**config.mk**
```make
export PLATFORM = sky130hd
export DESIGN_NAME = gcode_line_prefilter
export DESIGN_NICKNAME = d
export VERILOG_FILES = /design/src/design/gclp_pkg.sv /design/src/design/gcode_line_prefilter.sv
export SDC_FILE = /design/constraint.sdc
export NUM_CORES = 1
export LEC_CHECK = 0
export CELL_PAD_IN_SITES_DETAIL_PLACEMENT = 2
export CELL_PAD_IN_SITES_GLOBAL_PLACEMENT = 2
export CORE_ASPECT_RATIO = 0.6
export CORE_UTILIZATION = 41
export CTS_BUF_LIST = sky130_fd_sc_hd__clkbuf_8
export CTS_CLUSTER_DIAMETER = 80
export DETAILED_ROUTE_END_ITERATION = 8
export DONT_BUFFER_PORTS = 1
export GPL_TIMING_DRIVEN = 0
export PLACE_DENSITY_LB_ADDON = 0.1
export SYNTH_ARGS = -nofsm -noshare
export SYNTH_HDL_FRONTEND = slang
export SYNTH_SLANG_ARGS = --single-unit
export TNS_END_PERCENT = 100
```
**constraint.sdc**
```tcl
create_clock -name clk -period 3.7 [get_ports clk]
set_clock_uncertainty 0.15 [all_clocks]
set_input_delay 0.37 -clock clk [delete_from_list [all_inputs] [get_ports clk]]
set_output_delay 0.37 -clock clk [all_outputs]
set_load 0.01 [all_outputs]
```
**src/design/gclp_pkg.sv**
```systemverilog
// Package for the G-code line prefilter: store size, character codes and
// comment-mode type. No dependencies.
`default_nettype none
package gclp_pkg;

    localparam int LINE_BYTES = 64;
    localparam int CNT_W = $clog2(LINE_BYTES);

    localparam logic [7:0] CH_SPACE  = 8'h20;
    localparam logic [7:0] CH_SLASH  = 8'h2F;
    localparam logic [7:0] CH_LPAREN = 8'h28;
    localparam logic [7:0] CH_RPAREN = 8'h29;
    localparam logic [7:0] CH_SEMI   = 8'h3B;
    localparam logic [7:0] CH_LOWER_A = 8'h61;
    localparam logic [7:0] CH_LOWER_Z = 8'h7A;
    localparam logic [7:0] CH_UPPER_A = 8'h41;
    localparam logic [7:0] CH_LF     = 8'h0A;
    localparam logic [7:0] CH_CR     = 8'h0D;

    typedef enum logic [1:0] {
        CM_NONE,
        CM_PAREN,
        CM_SEMI
    } cmode_t;

endpackage
`default_nettype wire

```
**src/design/gcode_line_prefilter.sv**
```systemverilog
// Line prefilter for a G-code byte stream: comment stripping, upcasing,
// line store in a synchronous RAM and line drain. Depends on gclp_pkg.
//
// Takes one byte per cycle while a line is being collected; kept characters
// go into a LINE_BYTES-deep single-port-write RAM with registered read. A CR
// or LF ends the line, and the block then drains it, each stored character
// by a RAM read, then a load of the output register once that is free; no
// input word is taken during the drain. An empty line gives one word flagged
// empty. Output words sit in a register, so a waiting result does not stall
// byte collection.
`default_nettype none
module gcode_line_prefilter
    import gclp_pkg::*;
(
    input  wire logic       clk,
    input  wire logic       rst_n,
    input  wire logic       in_valid,
    output logic            in_ready,
    input  wire logic [7:0] in_byte,
    output logic            out_valid,
    input  wire logic       out_ready,
    output logic [7:0]      out_char,
    output logic            last_of_line,
    output logic            empty_line
);

    typedef enum logic [1:0] {
        ST_RUN,
        ST_EMPTY,
        ST_DRAIN_RD,
        ST_DRAIN_WAIT
    } state_t;

    state_t             state_reg;
    cmode_t             cmode_reg;
    logic [CNT_W-1:0]   count_reg;
    logic [CNT_W-1:0]   len_reg;
    logic [CNT_W-1:0]   rd_idx_reg;
    logic               out_valid_reg;
    logic [7:0]         out_char_reg;
    logic               last_reg;
    logic               empty_reg;

    logic [7:0]         line_mem [LINE_BYTES];
    logic [7:0]         rd_data_reg;

    logic               accept;
    logic               is_eol;
    logic               is_drop;
    logic               is_full;
    logic               mem_we;
    logic [7:0]         wr_data;
    logic               out_free;
    logic               out_load;

    assign in_ready     = (state_reg == ST_RUN);
    assign accept       = in_valid && in_ready;
    assign is_eol       = (in_byte == CH_LF) || (in_byte == CH_CR);
    assign is_drop      = (in_byte <= CH_SPACE) || (in_byte == CH_SLASH);
    assign is_full      = ({1'b0, count_reg} >= (CNT_W + 1)'(LINE_BYTES - 1));
    assign out_free     = !out_valid_reg || out_ready;
    assign out_load     = ((state_reg == ST_EMPTY) || (state_reg == ST_DRAIN_WAIT)) && out_free;

    assign out_valid    = out_valid_reg;
    assign out_char     = out_char_reg;
    assign last_of_line = last_reg;
    assign empty_line   = empty_reg;

    always_comb
    begin
        if (in_byte >= CH_LOWER_A && in_byte <= CH_LOWER_Z)
        begin
            wr_data = in_byte - CH_LOWER_A + CH_UPPER_A;
        end
        else
        begin
            wr_data = in_byte;
        end
        mem_we = accept && !is_eol && (cmode_reg == CM_NONE) && !is_drop
                 && (in_byte != CH_LPAREN) && (in_byte != CH_SEMI) && !is_full;
    end

    always_ff @(posedge clk)
    begin
        if (mem_we)
        begin
            line_mem[count_reg] <= wr_data;
        end
        rd_data_reg <= line_mem[rd_idx_reg];
    end

    always_ff @(posedge clk or negedge rst_n)
    begin
        if (!rst_n)
        begin
            state_reg     <= ST_RUN;
            cmode_reg     <= CM_NONE;
            count_reg     <= '0;
            len_reg       <= '0;
            rd_idx_reg    <= '0;
            out_valid_reg <= 1'b0;
            out_char_reg  <= '0;
            last_reg      <= 1'b0;
            empty_reg     <= 1'b0;
        end
        else
        begin
            if (out_valid_reg && out_ready && !out_load)
            begin
                out_valid_reg <= 1'b0;
            end
            unique case (state_reg)
                ST_RUN:
                begin
                    if (accept)
                    begin
                        if (is_eol)
                        begin
                            cmode_reg  <= CM_NONE;
                            count_reg  <= '0;
                            len_reg    <= count_reg;
                            rd_idx_reg <= '0;
                            state_reg  <= (count_reg == '0) ? ST_EMPTY : ST_DRAIN_RD;
                        end
                        else if (cmode_reg != CM_NONE)
                        begin
                            if (in_byte == CH_RPAREN && cmode_reg == CM_PAREN)
                            begin
                                cmode_reg <= CM_NONE;
                            end
                        end
                        else if (is_drop)
                        begin
                            cmode_reg <= CM_NONE;
                        end
                        else if (in_byte == CH_LPAREN)
                        begin
                            cmode_reg <= CM_PAREN;
                        end
                        else if (in_byte == CH_SEMI)
                        begin
                            cmode_reg <= CM_SEMI;
                        end
                        else if (is_full)
                        begin
                            count_reg <= '0;
                        end
                        else
                        begin
                            count_reg <= count_reg + 1'b1;
                        end
                    end
                end
                ST_EMPTY:
                begin
                    if (out_free)
                    begin
                        out_valid_reg <= 1'b1;
                        out_char_reg  <= '0;
                        last_reg      <= 1'b1;
                        empty_reg     <= 1'b1;
                        state_reg     <= ST_RUN;
                    end
                end
                ST_DRAIN_RD:
                begin
                    state_reg <= ST_DRAIN_WAIT;
                end
                ST_DRAIN_WAIT:
                begin
                    if (out_free)
                    begin
                        out_valid_reg <= 1'b1;
                        out_char_reg  <= rd_data_reg;
                        empty_reg     <= 1'b0;
                        if (rd_idx_reg == len_reg - 1'b1)
                        begin
                            last_reg  <= 1'b1;
                            state_reg <= ST_RUN;
                        end
                        else
                        begin
                            last_reg   <= 1'b0;
                            rd_idx_reg <= rd_idx_reg + 1'b1;
                            state_reg  <= ST_DRAIN_RD;
                        end
                    end
                end
                default:
                begin
                    state_reg <= ST_RUN;
                end
            endcase
        end
    end

endmodule
`default_nettype wire
```
==> results of run 1 <==
## metal layers
layer / share of wire / vias up / track usage
met5: 0 / - / 0
met4: 0.013 / 0 / 0.0514
met3: 0.073 / 73 / 0.0792
met2: 0.43 / 354 / 0.361
met1: 0.48 / 6548 / 0.395
li1: - / 4989 / -
## repair_timing
item	CTS	global route
gates resized for setup	81	51
hold buffers	18	0
endpoints found under the setup margin	512	413
endpoints found under the hold margin	368	0
pin swaps	0	1
## synth_stat cells (all sizes together), types with 2 or more instances
cell type,instances,area share
edfxtp,512,0.70
mux4,118,0.12
nor2,82,0.014
nand2,78,0.013
mux2i,47,0.021
buf,39,0.0086
dfrtp,33,0.038
clkbuf,27,0.0046
o21ai,27,0.0062
nand3,25,0.0059
a21oi,21,0.0048
o22ai,14,0.0040
nor2b,13,0.0037
nand2b,11,0.0031
inv,9,0.0015
dfxtp,8,0.0073
nand4,8,0.0023
a2111oi,7,0.0031
a211oi,7,0.0024
o41ai,7,0.0028
ha,6,0.0034
nor3,6,0.0019
o211ai,6,0.0021
a22oi,5,0.0017
nand3b,5,0.0017
or3,5,0.0015
xnor2,5,0.0020
mux2,4,0.0021
nor3b,4,0.0014
o31ai,4,0.0014
xor2,4,0.0016
a211o,3,0.0012
or3b,3,0.0012
a21o,2,0.00074
and3b,2,0.00080
or2,2,0.00057
or4,2,0.00068
## logic make-up after synthesis
| kind of cell | count (synthesis) |
|---|---|
| flip-flops | 553 |
| AND/OR/NAND/NOR | 251 |
| multiplexers | 169 |
| AO/OA/AOI/OAI | 112 |
| buffers and inverters | 75 |
| XOR/XNOR | 9 |
| adder cells (fa/ha/maj) | 6 |
## layout make-up
type	instances	share of cell area
flip-flops and latches	553	0.648
multi-input cells	547	0.228
plain buffers	65	0.0115
repair buffers	21	0.0155
clock inverters	71	0.0139
well taps	703	0.0348
diodes	1	0.0000991
inverters	9	0.00134
clock buffers	86	0.0469
## worst reg2reg max path: stages, from the launching register on
cell and delay, ns:
sky130_fd_sc_hd__dfrtp_1 0.36, sky130_fd_sc_hd__buf_2 0.18, sky130_fd_sc_hd__nor2_1 0.37, sky130_fd_sc_hd__nand2_1 0.20
sky130_fd_sc_hd__or4_1 0.62, sky130_fd_sc_hd__nor3_4 0.31, sky130_fd_sc_hd__nand2_2 0.52, sky130_fd_sc_hd__nor2_4 0.50
## worst max-delay path by stage
stage	startpoint	to	slack [ns]	cells after the start
after floorplan	in_byte[0]	line_mem[0][5]	0.26	5
after global placement	in_byte[0]	line_mem[32][5]	-2.23	5
after detailed placement	in_byte[0]	line_mem[18][2]	-0.70	7
after CTS	state_reg[1]	line_mem[12][7]	-0.33	7
after global routing	state_reg[0]	line_mem[25][3]	-0.06	7
final	state_reg[0]	line_mem[25][3]	0.11	7
## metrics by stage
| step | std cells | setup WS, ns |
|---|---|---|
| after floorplan | 1175 | 0.260 |
| after global placement | 1878 | -2.23 |
| after detailed placement | 1881 | -0.702 |
| after CTS | 2056 | -0.329 |
| after global routing | 2055 | -0.0581 |
| final | 2056 | 0.110 |
## power by group through the flow
stage,clock [W],sequential (W),combinational [W]
after floorplan,0,0.00719,0.00136
after global placement,0,0.00722,0.00220
after detailed placement,0,0.00722,0.00226
after CTS,0.00486,0.00709,0.00245
after global routing,0.00512,0.00711,0.00262
final,0.00479,0.00709,0.00249
==> metrics.txt, run 1 <==
# TYPE chip_impl_metric gauge
chip_impl_info{name="status",value="finished, final reports clean"} 1
chip_impl_metric{name="postSynthNetCount",unit=""} 1193
chip_impl_metric{name="worst_slew_pin_slew",unit="ns"} 1.29
chip_impl_metric{name="post_synthesis_xor_xnor_area_fraction",unit=""} 0.00359
chip_impl_metric{name="syn-instance-count",unit=""} 1175
chip_impl_metric{name="critical_path_arrival",unit="ns"} 3.75
chip_impl_metric{name="power_per_cell_area",unit="nW/um2"} 569
chip_impl_info{name="unrepaired_setup_endpoints_after_global_routing",value="yes"} 1
chip_impl_metric{name="p_clk_frac",unit=""} 0.333
chip_impl_metric{name="maxClockFrequency",unit="GHz"} 0.279
chip_impl_metric{name="nFillCells",unit=""} 4771
chip_impl_metric{name="ioPinCount",unit=""} 24
chip_impl_metric{name="synthesis.area",unit="um2"} 22000
chip_impl_metric{name="die-area",unit="um2"} 54500
chip_impl_metric{name="detailed_routing_iterations_pass_1",unit=""} 6
chip_impl_metric{name="routed_wire_length_per_instance",unit="um"} 33.2
chip_impl_info{name="timing.hold.worst_endpoint",value="line_mem[60][0]"} 1
chip_impl_metric{name="die_x",unit="um"} 301
chip_impl_metric{name="timing.final.setup_violations",unit=""} 0
chip_impl_metric{name="finalMaxSlewViolations",unit=""} 0
chip_impl_metric{name="post_synthesis_adder_cell_area_fraction",unit=""} 0.00342
chip_impl_metric{name="grt_pass1_vias",unit=""} 12700
chip_impl_metric{name="final-seq-area",unit="um2"} 16400
chip_impl_metric{name="ff2ff_path_depth",unit=""} 7
chip_impl_metric{name="crit_path_max_incr_delay",unit="ns"} 0.62
chip_impl_metric{name="via_count",unit=""} 12000
chip_impl_metric{name="clkSlewWorstSetupHoldPaths",unit="ns"} 0.07
chip_impl_info{name="main_combinational_cell_family_by_area_after_synthesis",value="multiplexers"} 1
chip_impl_metric{name="p_int",unit="W"} 0.0101
chip_impl_metric{name="maximum_number_of_pins_on_one_net_before_global_route_repair",unit=""} 67
chip_impl_metric{name="distinct_cell_type_count_after_synthesis",unit=""} 59
chip_impl_metric{name="grt_first_pass_wirelength",unit="um"} 97100
chip_impl_metric{name="leakage",unit="nW"} 7.97
chip_impl_metric{name="detailed_place_hpwl",unit="um"} 43100
chip_impl_metric{name="yosys.area_share.simple",unit=""} 0.0544
chip_impl_metric{name="initial_core_util",unit=""} 0.417
chip_impl_info{name="mostFrequentLayoutCell",value="sky130_fd_sc_hd__edfxtp_1"} 1
chip_impl_metric{name="vias_cell",unit=""} 5.82
chip_impl_metric{name="worst_slew_margin_rel",unit=""} 0.136
chip_impl_metric{name="multi_input_area",unit="um2"} 5770
chip_impl_info{name="timing_worst_setup_path_type",value="register to register"} 1
chip_impl_metric{name="timing.hold.worst_path_depth",unit=""} 2
chip_impl_info{name="critPathLaunchType",value="register"} 1
chip_impl_metric{name="cp.buffers_inverters",unit=""} 1
chip_impl_metric{name="fin_crit_sh",unit=""} 0.970
chip_impl_metric{name="synth.avg_cell_area",unit="um2"} 18.7
chip_impl_metric{name="numClockSinks",unit=""} 553
chip_impl_metric{name="layout-area-overhead-vs-synth",unit="%"} 15.1
chip_impl_metric{name="vdd_drop_max",unit="uV"} 352
chip_impl_metric{name="postSynth.asyncResetShare",unit=""} 0.0597
chip_impl_info{name="cell_at_the_root_of_the_clock_tree",value="sky130_fd_sc_hd__clkbuf_8"} 1
chip_impl_metric{name="total_power",unit="W"} 0.0144
chip_impl_metric{name="cts_post_setup_buffers_inserted",unit=""} 0
chip_impl_metric{name="hold_ws",unit="ns"} 0.0644
chip_impl_metric{name="timing.critical_path.required",unit="ns"} 3.86
chip_impl_metric{name="globalRouteTotalUtil",unit=""} 0.258
chip_impl_metric{name="core_area",unit="um2"} 52700
chip_impl_metric{name="detail-route-antenna-nets",unit=""} 0
chip_impl_info{name="worstReg2RegStart",value="state_reg[0]"} 1
chip_impl_info{name="highest_count_cells_in_the_layout_ignoring_fill_and_taps",value="sky130_fd_sc_hd__edfxtp_1, sky130_fd_sc_hd__mux4_2, sky130_fd_sc_hd__clkbuf_8"} 1
chip_impl_metric{name="layout_min_cycle_time",unit="ns"} 3.59
chip_impl_metric{name="count_of_yosys_warnings_during_synthesis",unit=""} 0
chip_impl_metric{name="final_cell_area",unit="um2"} 25300
chip_impl_metric{name="switching_share",unit=""} 0.300
chip_impl_metric{name="reported_net_switching_power",unit="W"} 0.00431
chip_impl_info{name="critPathCaptureType",value="register"} 1
chip_impl_metric{name="cap_viol_max_count",unit=""} 0
chip_impl_metric{name="post-route-util",unit=""} 0.479
chip_impl_metric{name="synth-edff-count",unit=""} 512
chip_impl_info{name="cp_slowest_cell",value="sky130_fd_sc_hd__or4_1"} 1
chip_impl_metric{name="synthMuxAreaShare",unit=""} 0.145
chip_impl_metric{name="final_layout_size_suffix_gt1_frac",unit=""} 0.264
chip_impl_metric{name="share_comb_of_total_power",unit=""} 0.173
chip_impl_metric{name="drc_errors",unit=""} 0
chip_impl_metric{name="p_seq_frac",unit=""} 0.493
chip_impl_metric{name="fin_hold_viols",unit=""} 0
chip_impl_info{name="r2r_end",value="line_mem[25][3]"} 1
chip_impl_metric{name="number_of_buffers_on_the_longest_clock_path",unit=""} 3
chip_impl_metric{name="floorplan.die.height",unit="um"} 181
chip_impl_metric{name="antenna_violations_before_repair",unit=""} 7
chip_impl_metric{name="cp_max_fo",unit=""} 9
chip_impl_info{name="min-delay-path-class",value="primary input to register"} 1
chip_impl_metric{name="drt-total-wl",unit="um"} 68200
chip_impl_metric{name="largest_register_ffs",unit=""} 512
chip_impl_info{name="min_from",value="in_byte[0]"} 1
chip_impl_metric{name="tns",unit="ns"} 0
chip_impl_metric{name="io_buffer_count",unit=""} 0
chip_impl_info{name="worst_path_top_cell_family_by_delay",value="simple AND/OR/NAND/NOR gates"} 1
chip_impl_metric{name="setup.reg_to_reg.worst_slack",unit="ns"} 0.11
chip_impl_metric{name="ys_seq_area_frac",unit=""} 0.745
chip_impl_metric{name="final_nets",unit=""} 1299
chip_impl_metric{name="core.rowCount",unit=""} 65
chip_impl_metric{name="yosys_reg_bits",unit=""} 553
chip_impl_info{name="crit_path_cell_trace",value="buf_2 > nor2_1 > nand2_1 > or4_1 > nor3_4 > nand2_2 > nor2_4"} 1
chip_impl_metric{name="cts_max_level",unit=""} 3
chip_impl_metric{name="cts_inserted_buffers",unit=""} 84
chip_impl_metric{name="insertion_delay",unit="ns"} 0.68
chip_impl_metric{name="globalRouteOverflowTotal",unit=""} 0
chip_impl_info{name="cts_tree",value="yes"} 1
chip_impl_metric{name="initialDrtViolationCount",unit=""} 1150
chip_impl_metric{name="finalWeightedCongestion",unit=""} 0.832
chip_impl_metric{name="post_dp_cell_area",unit="um2"} 22900
chip_impl_metric{name="synth_compound_gate_area_share",unit=""} 0.0340
chip_impl_info{name="yosys_most_used_dff",value="sky130_fd_sc_hd__edfxtp_1"} 1
Note: power is estimated with default switching activity, not from simulation.
==> run 2, diff against run 1 <==
==> constraint.sdc (replaced) <==
create_clock -name clk -period 3.8 [get_ports clk]
set_clock_uncertainty 0.15 [all_clocks]
set_input_delay 0.38 -clock clk [delete_from_list [all_inputs] [get_ports clk]]
set_output_delay 0.38 -clock clk [all_outputs]
set_load 0.01 [all_outputs]
==> metrics.txt, run 2 (same netlist as run 1, synthesis figures left out) <==
# TYPE chip_impl_metric gauge
chip_impl_info{name="status",value="finished with violations"} 1
chip_impl_info{name="violated_checks",value="setup timing"} 1
chip_impl_metric{name="via_count",unit=""} 11900
chip_impl_metric{name="maximum_number_of_pins_on_one_net_before_global_route_repair",unit=""} 67
chip_impl_metric{name="timing.critical_path.required",unit="ns"} 3.96
chip_impl_metric{name="ioPinCount",unit=""} 24
chip_impl_metric{name="initial_core_util",unit=""} 0.417
chip_impl_metric{name="layout-area-overhead-vs-synth",unit="%"} 14.1
chip_impl_metric{name="leakage",unit="nW"} 7.96
chip_impl_metric{name="wirelength_met1",unit="um"} 33600
chip_impl_metric{name="layout_setup_ws",unit="ns"} -0.0781
chip_impl_metric{name="largest_register_ffs",unit=""} 512
chip_impl_metric{name="maxClockFrequency",unit="GHz"} 0.258
chip_impl_metric{name="finalWeightedCongestion",unit=""} 0.824
chip_impl_metric{name="routed_wire_length_per_instance",unit="um"} 33.2
chip_impl_metric{name="globalRouteOverflowTotal",unit=""} 0
chip_impl_metric{name="floorplan.die.height",unit="um"} 181
chip_impl_metric{name="core_area",unit="um2"} 52700
chip_impl_metric{name="insertion_delay",unit="ns"} 0.69
chip_impl_metric{name="grt_pass1_vias",unit=""} 12800
chip_impl_metric{name="layout_min_cycle_time",unit="ns"} 3.88
chip_impl_metric{name="diodes",unit=""} 0
chip_impl_metric{name="detailroute.wirelength.met2",unit="um"} 29000
chip_impl_metric{name="cts_max_level",unit=""} 3
chip_impl_metric{name="timing.final.setup_violations",unit=""} 32
chip_impl_metric{name="numClockSinks",unit=""} 553
chip_impl_metric{name="drt-total-wl",unit="um"} 68000
chip_impl_metric{name="fin_crit_sh",unit=""} 1.02
chip_impl_metric{name="pre_cts_ws",unit="ns"} -0.494
chip_impl_info{name="timing_worst_setup_path_type",value="register to register"} 1
chip_impl_metric{name="antenna_violations_before_repair",unit=""} 4
chip_impl_info{name="highest_count_cells_in_the_layout_ignoring_fill_and_taps",value="sky130_fd_sc_hd__edfxtp_1, sky130_fd_sc_hd__mux4_2, sky130_fd_sc_hd__clkbuf_8"} 1
chip_impl_metric{name="die_x",unit="um"} 301
chip_impl_metric{name="post-route-util",unit=""} 0.475
chip_impl_metric{name="detailed_place_hpwl",unit="um"} 42800
chip_impl_metric{name="tns",unit="ns"} -1.83
chip_impl_metric{name="initialDrtViolationCount",unit=""} 1167
chip_impl_metric{name="cts_inserted_buffers",unit=""} 84
chip_impl_metric{name="detailed_routing_iterations_pass_1",unit=""} 7
chip_impl_info{name="cell_at_the_root_of_the_clock_tree",value="sky130_fd_sc_hd__clkbuf_8"} 1
chip_impl_info{name="cts_tree",value="yes"} 1
chip_impl_metric{name="cp_max_fo",unit=""} 8
chip_impl_metric{name="critical_path_arrival",unit="ns"} 4.03
chip_impl_metric{name="total_power",unit="W"} 0.0141
chip_impl_metric{name="clkSlewWorstSetupHoldPaths",unit="ns"} 0.07
chip_impl_metric{name="core.rowCount",unit=""} 65
chip_impl_metric{name="io_buffer_count",unit=""} 0
chip_impl_metric{name="met3_wirelength",unit="um"} 4360
chip_impl_metric{name="vdd_drop_max",unit="uV"} 341
chip_impl_info{name="critPathLaunchType",value="register"} 1
chip_impl_metric{name="worst_slew_pin_slew",unit="ns"} 1.34
chip_impl_info{name="mostFrequentLayoutCell",value="sky130_fd_sc_hd__edfxtp_1"} 1
chip_impl_info{name="top_layer",value="met4"} 1
chip_impl_metric{name="fin_hold_viols",unit=""} 0
chip_impl_info{name="critPathCaptureType",value="register"} 1
chip_impl_metric{name="globalRouteTotalUtil",unit=""} 0.258
chip_impl_metric{name="finalMaxSlewViolations",unit=""} 0
chip_impl_metric{name="vias_cell",unit=""} 5.82
chip_impl_metric{name="detail-route-antenna-nets",unit=""} 0
chip_impl_metric{name="cap_viol_max_count",unit=""} 0
chip_impl_metric{name="power_per_cell_area",unit="nW/um2"} 563
chip_impl_metric{name="worst_slew_margin_rel",unit=""} 0.101
chip_impl_info{name="unrepaired_setup_endpoints_after_global_routing",value="yes"} 1
chip_impl_metric{name="final_layout_size_suffix_gt1_frac",unit=""} 0.262
chip_impl_metric{name="die-area",unit="um2"} 54500
chip_impl_metric{name="drc_errors",unit=""} 0
chip_impl_metric{name="number_of_buffers_on_the_longest_clock_path",unit=""} 3
chip_impl_info{name="min-delay-path-class",value="primary input to register"} 1
chip_impl_metric{name="grt_first_pass_wirelength",unit="um"} 97300
chip_impl_metric{name="final_nets",unit=""} 1298
chip_impl_metric{name="setup.reg_to_reg.worst_slack",unit="ns"} -0.08
## run 2: per-stage QoR
step	instance area [um2]	hold slack, ns	std cells
floorplan	22000	-0.0656	1175
global placement	22800	-0.0650	1878
detailed placement	22900	-0.0649	1880
CTS	24900	0.0294	2050
global route	25100	0.0702	2049
finish	25100	0.0822	2049
## run 2: layout make-up
type	instances	area, um2
Buffer	65	287
Clock buffer	85	1170
Clock inverter	67	410
Fill cell	4824	27600
Inverter	9	33.8
Multi-Input combinational cell	547	5550
Sequential cell	553	16400
Tap cell	703	880
Timing Repair Buffer	20	363
## run 2: timing repair
item | in CTS | in global routing
hold buffers | 18 | 0
endpoints found under the setup margin | 425 | 355
hold endpoints to repair | 363 | 0
resized for setup | 55 | 29
setup buffers | 0 | 0
## run 2: worst paths after layout
path | cells after the start | end | startpoint
hold reg to reg | 2 | out_char[2] | rd_data_reg[2]
hold / removal | 2 | line_mem[34][0] | in_byte[0]
min in group asynchronous | 3 | len_reg[5] | rst_n
setup reg to reg | 7 | line_mem[23][2] | state_reg[1]
max in group asynchronous | 3 | out_char[1] | rst_n
setup / recovery | 7 | line_mem[23][2] | state_reg[1]
## run 2: routing by layer
layer,vias up,track usage
met1,6489,0.409
met2,406,0.356
met5,-,0
met4,0,0.0625
li1,4958,-
met3,82,0.0588
## run 2: worst max-delay path: stages (launching register included)
cell                      delay [ns]
sky130_fd_sc_hd__dfrtp_1        0.36
sky130_fd_sc_hd__buf_2          0.17
sky130_fd_sc_hd__nor2_1         0.36
sky130_fd_sc_hd__nand2_1        0.20
sky130_fd_sc_hd__or4_1          0.62
sky130_fd_sc_hd__nor2_4         0.21
sky130_fd_sc_hd__nand2_1        0.55
sky130_fd_sc_hd__nor2_1         0.87
## run 2: power breakdown
group | switching [W] | internal [W] | total (W) | leakage (nW)
logic | 0.00157 | 0.000796 | 0.00237 | 1.97
registers | 0.000103 | 0.00680 | 0.00690 | 5.10
clock network | 0.00246 | 0.00238 | 0.00484 | 0.897
